File: config.mk
export PLATFORM = sky130hd
export DESIGN_NAME = fill_request_monitor_core_flat
export DESIGN_NICKNAME = d
export VERILOG_FILES = /design/src/rtl/frm_pkg.sv /design/src/rtl/frm_if.sv /design/src/rtl/frm_cfg_regs.sv /design/src/rtl/frm_monitor.sv /design/src/rtl/fill_request_monitor_core.sv /design/src/flat_wrapper.sv
export SDC_FILE = /design/constraint.sdc
export NUM_CORES = 1
export LEC_CHECK = 0
export ABC_CLOCK_PERIOD_IN_PS = 2800
export BUFFER_PORTS_ARGS = -buffer_cell sky130_fd_sc_hd__buf_2
export CORE_MARGIN = 2
export CORE_UTILIZATION = 55
export CTS_CLUSTER_SIZE = 20
export DETAILED_ROUTE_END_ITERATION = 12
export PLACE_DENSITY = 0.76
export SYNTH_ARGS = -nofsm -noshare
export SYNTH_HDL_FRONTEND = slang
export SYNTH_SLANG_ARGS = --single-unit
File: constraint.sdc
create_clock -name clk -period 2.8 [get_ports clk]
set_clock_uncertainty 0.15 [all_clocks]
set_input_delay 0.14 -clock clk [delete_from_list [all_inputs] [get_ports clk]]
set_output_delay 0.14 -clock clk [all_outputs]
set_load 0.005 [all_outputs]
File: src/rtl/frm_pkg.sv
// ----------------------------------------------------------------------------
// frm_pkg
// Shared types and constants of the fill request monitor.
// ----------------------------------------------------------------------------
`default_nettype none

package frm_pkg;

	// Widths of the configuration port.
	localparam int unsigned CFG_DATA_WIDTH  = 16;
	localparam int unsigned CFG_INDEX_WIDTH = 2;

	// Register indexes on the configuration port.
	localparam logic [CFG_INDEX_WIDTH-1:0] REG_MODE_ONE_FILL    = 2'd0;
	localparam logic [CFG_INDEX_WIDTH-1:0] REG_FIRST_WAIT_TICKS = 2'd1;
	localparam logic [CFG_INDEX_WIDTH-1:0] REG_LATER_WAIT_TICKS = 2'd2;

	// Reset values of the tick budgets.
	localparam logic [CFG_DATA_WIDTH-1:0] FIRST_WAIT_RESET = 16'd500;
	localparam logic [CFG_DATA_WIDTH-1:0] LATER_WAIT_RESET = 16'd3000;

	// Request kinds. Any other code behaves as a next request.
	localparam logic [1:0] KIND_FIRST = 2'd0;
	localparam logic [1:0] KIND_NEXT  = 2'd1;
	localparam logic [1:0] KIND_LAST  = 2'd2;

	// Result status codes.
	localparam logic [1:0] ST_OK      = 2'd0;
	localparam logic [1:0] ST_BAD     = 2'd1;
	localparam logic [1:0] ST_TIMEOUT = 2'd2;

	typedef struct packed {
		logic                      mode_one_fill;
		logic [CFG_DATA_WIDTH-1:0] first_wait_ticks;
		logic [CFG_DATA_WIDTH-1:0] later_wait_ticks;
	} cfg_t;

	typedef struct packed {
		logic       start_req;
		logic [1:0] request_kind;
		logic       line_c;
		logic       line_b;
	} sample_t;

	typedef struct packed {
		logic       done_res;
		logic [1:0] status;
	} result_t;

endpackage

`default_nettype wire

File: src/rtl/frm_if.sv
// ----------------------------------------------------------------------------
// frm_sample_if / frm_result_if
// Valid/ready channels for line samples and for wait results.
// ----------------------------------------------------------------------------
`default_nettype none

interface frm_sample_if;
	logic       valid;
	logic       ready;
	logic       start_req;
	logic [1:0] request_kind;
	logic       line_c;
	logic       line_b;

	modport source (output valid, start_req, request_kind, line_c, line_b, input ready);
	modport sink   (input valid, start_req, request_kind, line_c, line_b, output ready);
endinterface

interface frm_result_if;
	logic       valid;
	logic       ready;
	logic       done_res;
	logic [1:0] status;

	modport source (output valid, done_res, status, input ready);
	modport sink   (input valid, done_res, status, output ready);
endinterface

`default_nettype wire

File: src/rtl/frm_cfg_regs.sv
// ----------------------------------------------------------------------------
// frm_cfg_regs
// Configuration registers: fill mode and the two tick budgets.
// ----------------------------------------------------------------------------
`default_nettype none

module frm_cfg_regs
	import frm_pkg::*;
(
	input  wire logic                       clk,
	input  wire logic                       arst_n,
	input  wire logic                       cfg_we,
	input  wire logic [CFG_INDEX_WIDTH-1:0] cfg_index,
	input  wire logic [CFG_DATA_WIDTH-1:0]  cfg_wdata,
	output cfg_t                            cfg
);

	cfg_t cfg_q;

	always_ff @(posedge clk or negedge arst_n) begin
		if (!arst_n) begin
			cfg_q.mode_one_fill    <= 1'b0;
			cfg_q.first_wait_ticks <= FIRST_WAIT_RESET;
			cfg_q.later_wait_ticks <= LATER_WAIT_RESET;
		end else if (cfg_we) begin
			// Writes to an index beyond the list fall through and are dropped.
			case (cfg_index)
				REG_MODE_ONE_FILL:    cfg_q.mode_one_fill    <= cfg_wdata[0];
				REG_FIRST_WAIT_TICKS: cfg_q.first_wait_ticks <= cfg_wdata;
				REG_LATER_WAIT_TICKS: cfg_q.later_wait_ticks <= cfg_wdata;
				default: ;
			endcase
		end
	end

	assign cfg = cfg_q;

endmodule

`default_nettype wire

File: src/rtl/frm_monitor.sv
// ----------------------------------------------------------------------------
// frm_monitor
// Wait state and the per-sample decision logic of the fill request monitor.
// ----------------------------------------------------------------------------
`default_nettype none

module frm_monitor
	import frm_pkg::*;
#(
	parameter int unsigned TICK_COUNT_WIDTH = 16
)(
	input  wire logic    clk,
	input  wire logic    arst_n,
	input  wire logic    advance,
	input  wire sample_t sample,
	input  wire cfg_t    cfg,
	output result_t      result
);

	logic                        waiting_q;
	logic                        last_c_q;
	logic                        bad_seen_q;
	logic [1:0]                  kind_q;
	logic [TICK_COUNT_WIDTH-1:0] ticks_q;

	logic                        waiting_d;
	logic                        last_c_d;
	logic                        bad_seen_d;
	logic [1:0]                  kind_d;
	logic [TICK_COUNT_WIDTH-1:0] ticks_d;

	logic [CFG_DATA_WIDTH-1:0]   load_raw;
	logic [31:0]                 load_ext;
	logic                        is_last;

	assign load_raw = (sample.request_kind == KIND_FIRST) ? cfg.first_wait_ticks
	                                                      : cfg.later_wait_ticks;
	assign load_ext = {{(32 - CFG_DATA_WIDTH){1'b0}}, load_raw};

	always_comb begin
		// A start restarts the wait from fresh values on this very sample.
		if (sample.start_req) begin
			waiting_d  = 1'b1;
			last_c_d   = 1'b1;
			bad_seen_d = 1'b0;
			kind_d     = sample.request_kind;
			ticks_d    = load_ext[TICK_COUNT_WIDTH-1:0];
		end else begin
			waiting_d  = waiting_q;
			last_c_d   = last_c_q;
			bad_seen_d = bad_seen_q;
			kind_d     = kind_q;
			ticks_d    = ticks_q;
		end
		is_last = (kind_d == KIND_LAST);

		result.done_res = 1'b0;
		result.status   = ST_OK;

		if (waiting_d) begin
			if ((sample.line_c != last_c_d) && (sample.line_c || is_last)) begin
				// Request seen: the wait ends with the report gathered so far.
				waiting_d       = 1'b0;
				result.done_res = 1'b1;
				result.status   = bad_seen_d ? ST_BAD : ST_OK;
			end else begin
				last_c_d = sample.line_c;
				if (!cfg.mode_one_fill && !sample.line_b) begin
					bad_seen_d = 1'b1;
				end
				if (ticks_d <= TICK_COUNT_WIDTH'(1)) begin
					ticks_d         = '0;
					waiting_d       = 1'b0;
					result.done_res = 1'b1;
					if (cfg.mode_one_fill && (!last_c_d || is_last)) begin
						result.status = ST_OK;
					end else begin
						result.status = ST_TIMEOUT;
					end
				end else begin
					ticks_d = ticks_d - TICK_COUNT_WIDTH'(1);
				end
			end
		end
	end

	always_ff @(posedge clk or negedge arst_n) begin
		if (!arst_n) begin
			waiting_q  <= 1'b0;
			last_c_q   <= 1'b1;
			bad_seen_q <= 1'b0;
			kind_q     <= KIND_FIRST;
			ticks_q    <= '0;
		end else if (advance) begin
			waiting_q  <= waiting_d;
			last_c_q   <= last_c_d;
			bad_seen_q <= bad_seen_d;
			kind_q     <= kind_d;
			ticks_q    <= ticks_d;
		end
	end

endmodule

`default_nettype wire

File: src/rtl/fill_request_monitor_core.sv
// ----------------------------------------------------------------------------
// fill_request_monitor_core
// Watches request line C and error line B of a key fill interface, one
// sample per item, and reports the end of each armed wait.
// ----------------------------------------------------------------------------
//
//  Channel   Direction  Payload                                   Width
//  samples   in         start_req, request_kind, line_c, line_b   1+2+1+1
//  results   out        done_res, status                          1+2
//  cfg_*     in         cfg_we, cfg_index, cfg_wdata              1+2+16
//
// Every sample item yields exactly one registered result item; a new sample
// is taken in every cycle the sink does not stall: one item per clock.
// The decision for a sample is made in one pass of logic over the wait state
// and lands in the result register together with the state update.
// Reset empties the result register, idles the wait and restores the default
// budgets of 500 and 3000 ticks with mode 1 fill off.
// While a result is held because the sink is stalled, no new sample is taken;
// the sample is accepted in the same cycle the held result is taken.
// ----------------------------------------------------------------------------
`default_nettype none

module fill_request_monitor_core
	import frm_pkg::*;
#(
	parameter int unsigned TICK_COUNT_WIDTH = 16
)(
	input  wire logic                       clk,
	input  wire logic                       arst_n,
	frm_sample_if.sink                      samples,
	frm_result_if.source                    results,
	input  wire logic                       cfg_we,
	input  wire logic [CFG_INDEX_WIDTH-1:0] cfg_index,
	input  wire logic [CFG_DATA_WIDTH-1:0]  cfg_wdata
);

	cfg_t    cfg;
	sample_t sample;
	result_t result;
	result_t result_q;
	logic    res_valid_q;
	logic    accept;

	frm_cfg_regs u_cfg_regs (
		.clk       (clk),
		.arst_n    (arst_n),
		.cfg_we    (cfg_we),
		.cfg_index (cfg_index),
		.cfg_wdata (cfg_wdata),
		.cfg       (cfg)
	);

	// The sample channel is open whenever the result register is empty or
	// is being emptied in this cycle.
	assign samples.ready = !res_valid_q || results.ready;
	assign accept        = samples.valid && samples.ready;

	assign sample.start_req    = samples.start_req;
	assign sample.request_kind = samples.request_kind;
	assign sample.line_c       = samples.line_c;
	assign sample.line_b       = samples.line_b;

	frm_monitor #(
		.TICK_COUNT_WIDTH (TICK_COUNT_WIDTH)
	) u_monitor (
		.clk     (clk),
		.arst_n  (arst_n),
		.advance (accept),
		.sample  (sample),
		.cfg     (cfg),
		.result  (result)
	);

	// Result register: valid is control state, the payload loads on accept.
	always_ff @(posedge clk or negedge arst_n) begin
		if (!arst_n) begin
			res_valid_q <= 1'b0;
		end else if (accept) begin
			res_valid_q <= 1'b1;
		end else if (results.ready) begin
			res_valid_q <= 1'b0;
		end
	end

	always_ff @(posedge clk) begin
		if (accept) begin
			result_q <= result;
		end
	end

	assign results.valid    = res_valid_q;
	assign results.done_res = result_q.done_res;
	assign results.status   = result_q.status;

endmodule

`default_nettype wire

File: src/flat_wrapper.sv
// flat-port wrapper written by rule: the top's interface ports become plain ports
module fill_request_monitor_core_flat import frm_pkg::*;
#(
	parameter int unsigned TICK_COUNT_WIDTH = 16
)
  (clk, arst_n, cfg_we, cfg_index, cfg_wdata, samples_valid, samples_start_req, samples_request_kind, samples_line_c, samples_line_b, samples_ready, results_valid, results_done_res, results_status, results_ready);
  frm_sample_if samples_i ();
  frm_result_if results_i ();
  input  wire logic clk;
  input  wire logic arst_n;
  input  wire logic cfg_we;
  input  wire logic [CFG_INDEX_WIDTH-1:0] cfg_index;
  input  wire logic [CFG_DATA_WIDTH-1:0] cfg_wdata;
  input wire logic [$bits(samples_i.valid)-1:0] samples_valid;
  input wire logic [$bits(samples_i.start_req)-1:0] samples_start_req;
  input wire logic [$bits(samples_i.request_kind)-1:0] samples_request_kind;
  input wire logic [$bits(samples_i.line_c)-1:0] samples_line_c;
  input wire logic [$bits(samples_i.line_b)-1:0] samples_line_b;
  output wire logic [$bits(samples_i.ready)-1:0] samples_ready;
  output wire logic [$bits(results_i.valid)-1:0] results_valid;
  output wire logic [$bits(results_i.done_res)-1:0] results_done_res;
  output wire logic [$bits(results_i.status)-1:0] results_status;
  input wire logic [$bits(results_i.ready)-1:0] results_ready;
  assign samples_i.valid = samples_valid;
  assign samples_i.start_req = samples_start_req;
  assign samples_i.request_kind = samples_request_kind;
  assign samples_i.line_c = samples_line_c;
  assign samples_i.line_b = samples_line_b;
  assign samples_ready = samples_i.ready;
  assign results_valid = results_i.valid;
  assign results_done_res = results_i.done_res;
  assign results_status = results_i.status;
  assign results_i.ready = results_ready;
  fill_request_monitor_core #(.TICK_COUNT_WIDTH(TICK_COUNT_WIDTH)) u_core (.clk(clk), .arst_n(arst_n), .samples(samples_i), .results(results_i), .cfg_we(cfg_we), .cfg_index(cfg_index), .cfg_wdata(cfg_wdata));
endmodule
==> impl_metrics.py <==
metrics = {
    "critical_path": {
        "critPathLaunchType": "flip-flop",
        "critPathKind": "reg2reg",
        "cp_slowest_cell": "or4b_1",
        "end_kind": "flip-flop",
        "crit_path_max_fanout": 6,
        "critPathRequiredTime_ns": 2.91,
        "crit_chain": "or3b_2 > a31oi_2 > inv_1 > ha_1 > o2111ai_2 > or4b_1 > a31oi_1",
        "worstSetupStartpoint": "u_core.u_cfg_regs.cfg[16]",
        "r2r-start": "u_core.u_cfg_regs.cfg[16]",
        "crit_arrival_ns": 2.74,
        "crit_path_max_incr_delay_ns": 0.47,
    },
    "final_layout": {
        "drive_gt1_share_pct": 36.94,
        "instances_no_fill": 454,
        "fill_cells": 473,
        "mostFrequentLayoutCells": "dfrtp_1, mux2_2, nor2_1, buf_2, dlygate4sd3_1",
        "syn_to_final_growth_pct": 21.88,
        "seq_area_um2": 1484,
        "multi_input_area_um2": 1673,
        "postLayoutCoreUtil_pct": 68.44,
        "layout_commonest_cell": "dfrtp_1",
        "antenna_cells": 0,
        "fin_nets": 404,
        "design_area_um2": 3980,
    },
    "clock_tree": {
        "clk_pin_slew_ns": 0.06,
        "cts_setup_buffers": 0,
        "clk_latency_ns": 0.34,
        "cts.sinks": 58,
        "cts_tree": "yes",
        "clockBufferDepth": 2,
        "htree_num_levels": 3,
        "hold_buffers": 20,
        "cts-root-buf": "clkbuf_8",
        "cts_resized": 0,
        "numCtsBuffers": 9,
    },
    "timing": {
        "hold_viol_final": 0,
        "fin_crit_sh_pct": 93.61,
        "slew_violations": 0,
        "tightest_slew_ns": 0.9069,
        "fmax_mhz": 381.5,
        "finalSetupViolCount": 0,
        "grt_setup_unrepaired": "false",
        "fin_tns_setup_ns": 0,
        "slew_headroom_pct": 39.36,
        "finalCriticalPeriod_ns": 2.621,
    },
    "power_and_ir_drop": {
        "ir_drop_mv": 0.4502,
        "pwr-share-comb_pct": 24.1,
        "p_sw_share_pct": 29.07,
        "power_switching_w": 0.0007470,
        "p_int_w": 0.001822,
        "seqPwrFrac_pct": 44.1,
        "p_clk_share_pct": 31.8,
        "p_leak_nw": 1.615,
        "total_power_w": 0.002569,
        "cellPowerDensity_nw_per_um2": 645.5,
    },
    "die": {
        "start_util_pct": 56.15,
        "die_height_um": 81.06,
        "fp.dieW_um": 81.06,
        "core_area_um2": 5816,
        "die_area_um2": 6570,
        "pin_count": 33,
        "num_rows": 28,
    },
    "grt": {
        "grt_pass1_vias": 2517,
        "grt_max_degree": 56,
        "antenna_found_initial": 0,
        "overflow": 0,
        "grt_usage_pct": 24.68,
        "grt_pass1_wl_um": 12190,
    },
    "placement": {
        "hpwl_um": 4997,
        "finalWeightedCongestion": 0.9896,
        "port-buffer-count": 32,
        "placed_area_um2": 3566,
        "post-place-cells": 418,
    },
    "logic_synthesis": {
        "synth_edf_count": 3,
        "synth_ff_type": "dfrtp_1",
        "syn_area_um2": 3266,
        "yosys_warnings": 0,
        "syn_inst": 313,
        "synth_cell_type_count": 59,
        "synth_nets": 343,
        "seq_area_frac_synth_pct": 45.44,
        "ys_seq_elements": 58,
        "synth_area_per_cell_um2": 10.43,
        "ys_async_sr_fraction_pct": 94.83,
    },
    "detailed_routing": {
        "wl_per_cell_um": 15.83,
        "postRouteAntennaNets": 0,
        "vias_per_cell": 5.815,
        "dr.pass1.iters": 4,
        "drt_iter0_drc": 172,
        "routed_wl_um": 7188,
        "drc": 0,
        "vias": 2640,
    },
    "hold_path": {
        "hp-class": "in2reg",
        "min_from": "cfg_index[0]",
    },
    "outcome": {
        "status": "finished, final reports clean",
    },
    "job": {
        "maxCapViolCount": 0,
    },
}
[final cells by class]
cell class / instances / share of cell area, %
Clock inverter: 4 / 1.195
Multi-Input combinational cell: 232 / 42.03
Timing Repair Buffer: 69 / 12.57
Sequential cell: 58 / 37.28
Tap cell: 75 / 2.358
Inverter: 4 / 0.3772
Clock buffer: 12 / 4.181
[flip-flops by register name (all words and copies together), names as in the netlist]
name                         count
u_core.u_cfg_regs.cfg           33
u_core.u_monitor.ticks_q        16
u_core.results.status            2
u_core.u_monitor.kind_q          2
u_core.results.done_res          1
u_core.results.valid             1
u_core.u_monitor.bad_seen_q      1
u_core.u_monitor.last_c_q        1
u_core.u_monitor.waiting_q       1
[cells by family after synthesis]
| kind of cell | share of synthesized area, % |
|---|---|
| AND/OR/NAND/NOR | 18.97 |
| AO/OA/AOI/OAI | 18.01 |
| flip-flops | 45.44 |
| multiplexers | 12.68 |
| buffers and inverters | 3.333 |
| XOR/XNOR | 0.8047 |
| adder cells (fa/ha/maj) | 0.7662 |
[through the flow]
stage          worst slack (ns)  hold slack [ns]
2_1_floorplan            0.2870          -0.3056
3_3_place_gp             0.2048           0.1501
3_5_place_dp             0.1260           0.1624
4_1_cts                  0.1888          0.02115
5_1_grt                 0.06882          0.04898
6_report                 0.1790          0.03024
[metal layers]
layer / GRT usage [%] / share of wire (%) / up-vias
met5: 0 / 0 / -
met4: 9.661 / 2.0 / 0
met3: 6.889 / 4.1 / 14
met2: 36.12 / 46 / 58
met1: 34.83 / 48 / 1279
li1: - / - / 1289
[power groups by stage]
stage	logic, W	clock network, W	registers (W)
3_5_place_dp	0.000591	0	0.00114
4_1_cts	0.000616	0.000830	0.00113
3_3_place_gp	0.000578	0	0.00114
5_1_grt	0.000689	0.000870	0.00115
6_report	0.000618	0.000818	0.00113
2_1_floorplan	0.000445	0	0.00111
[worst max-delay path, delay by kind of cell (launching register included)]
family          cells  cell delay (ns)
compound gates      3             0.79
fa+ha+maj           1             0.22
buf+inv             1             0.10
flops               1             0.36
simple gates        2             0.93
[final timing paths]
kind	slack, ns	endpoint	cells past startpoint
hold reg to reg	0.33	u_core.u_monitor.bad_seen_q	2
setup reg to reg	0.18	u_core.u_monitor.ticks_q[12]	7
max in group asynchronous	1.74	u_core.u_cfg_regs.cfg[17]	3
min in group asynchronous	0.31	u_core.u_cfg_regs.cfg[14]	3
setup / recovery	0.18	u_core.u_monitor.ticks_q[12]	7
hold / removal	0.03	u_core.u_cfg_regs.cfg[32]	3
[cell usage after synthesis, types with 4 or more instances]
| cell type | instances | area (um^2) |
|---|---|---|
| a21oi_1 | 10 | 50.05 |
| buf_2 | 12 | 60.06 |
| nand2_1 | 18 | 67.56 |
| a31oi_1 | 19 | 118.9 |
| dfstp_2 | 14 | 367.9 |
| inv_1 | 4 | 15.01 |
| nor2_1 | 34 | 127.6 |
| mux2_2 | 35 | 394.1 |
| clkbuf_1 | 6 | 22.52 |
| dfrtp_1 | 41 | 1026 |
| and2_1 | 4 | 25.02 |
| nor3_1 | 5 | 25.02 |
| o21ai_0 | 17 | 85.08 |
| or3b_1 | 6 | 52.55 |
| o31ai_1 | 8 | 60.06 |
| or3b_2 | 9 | 78.83 |
(Power assumes the default switching activity.)
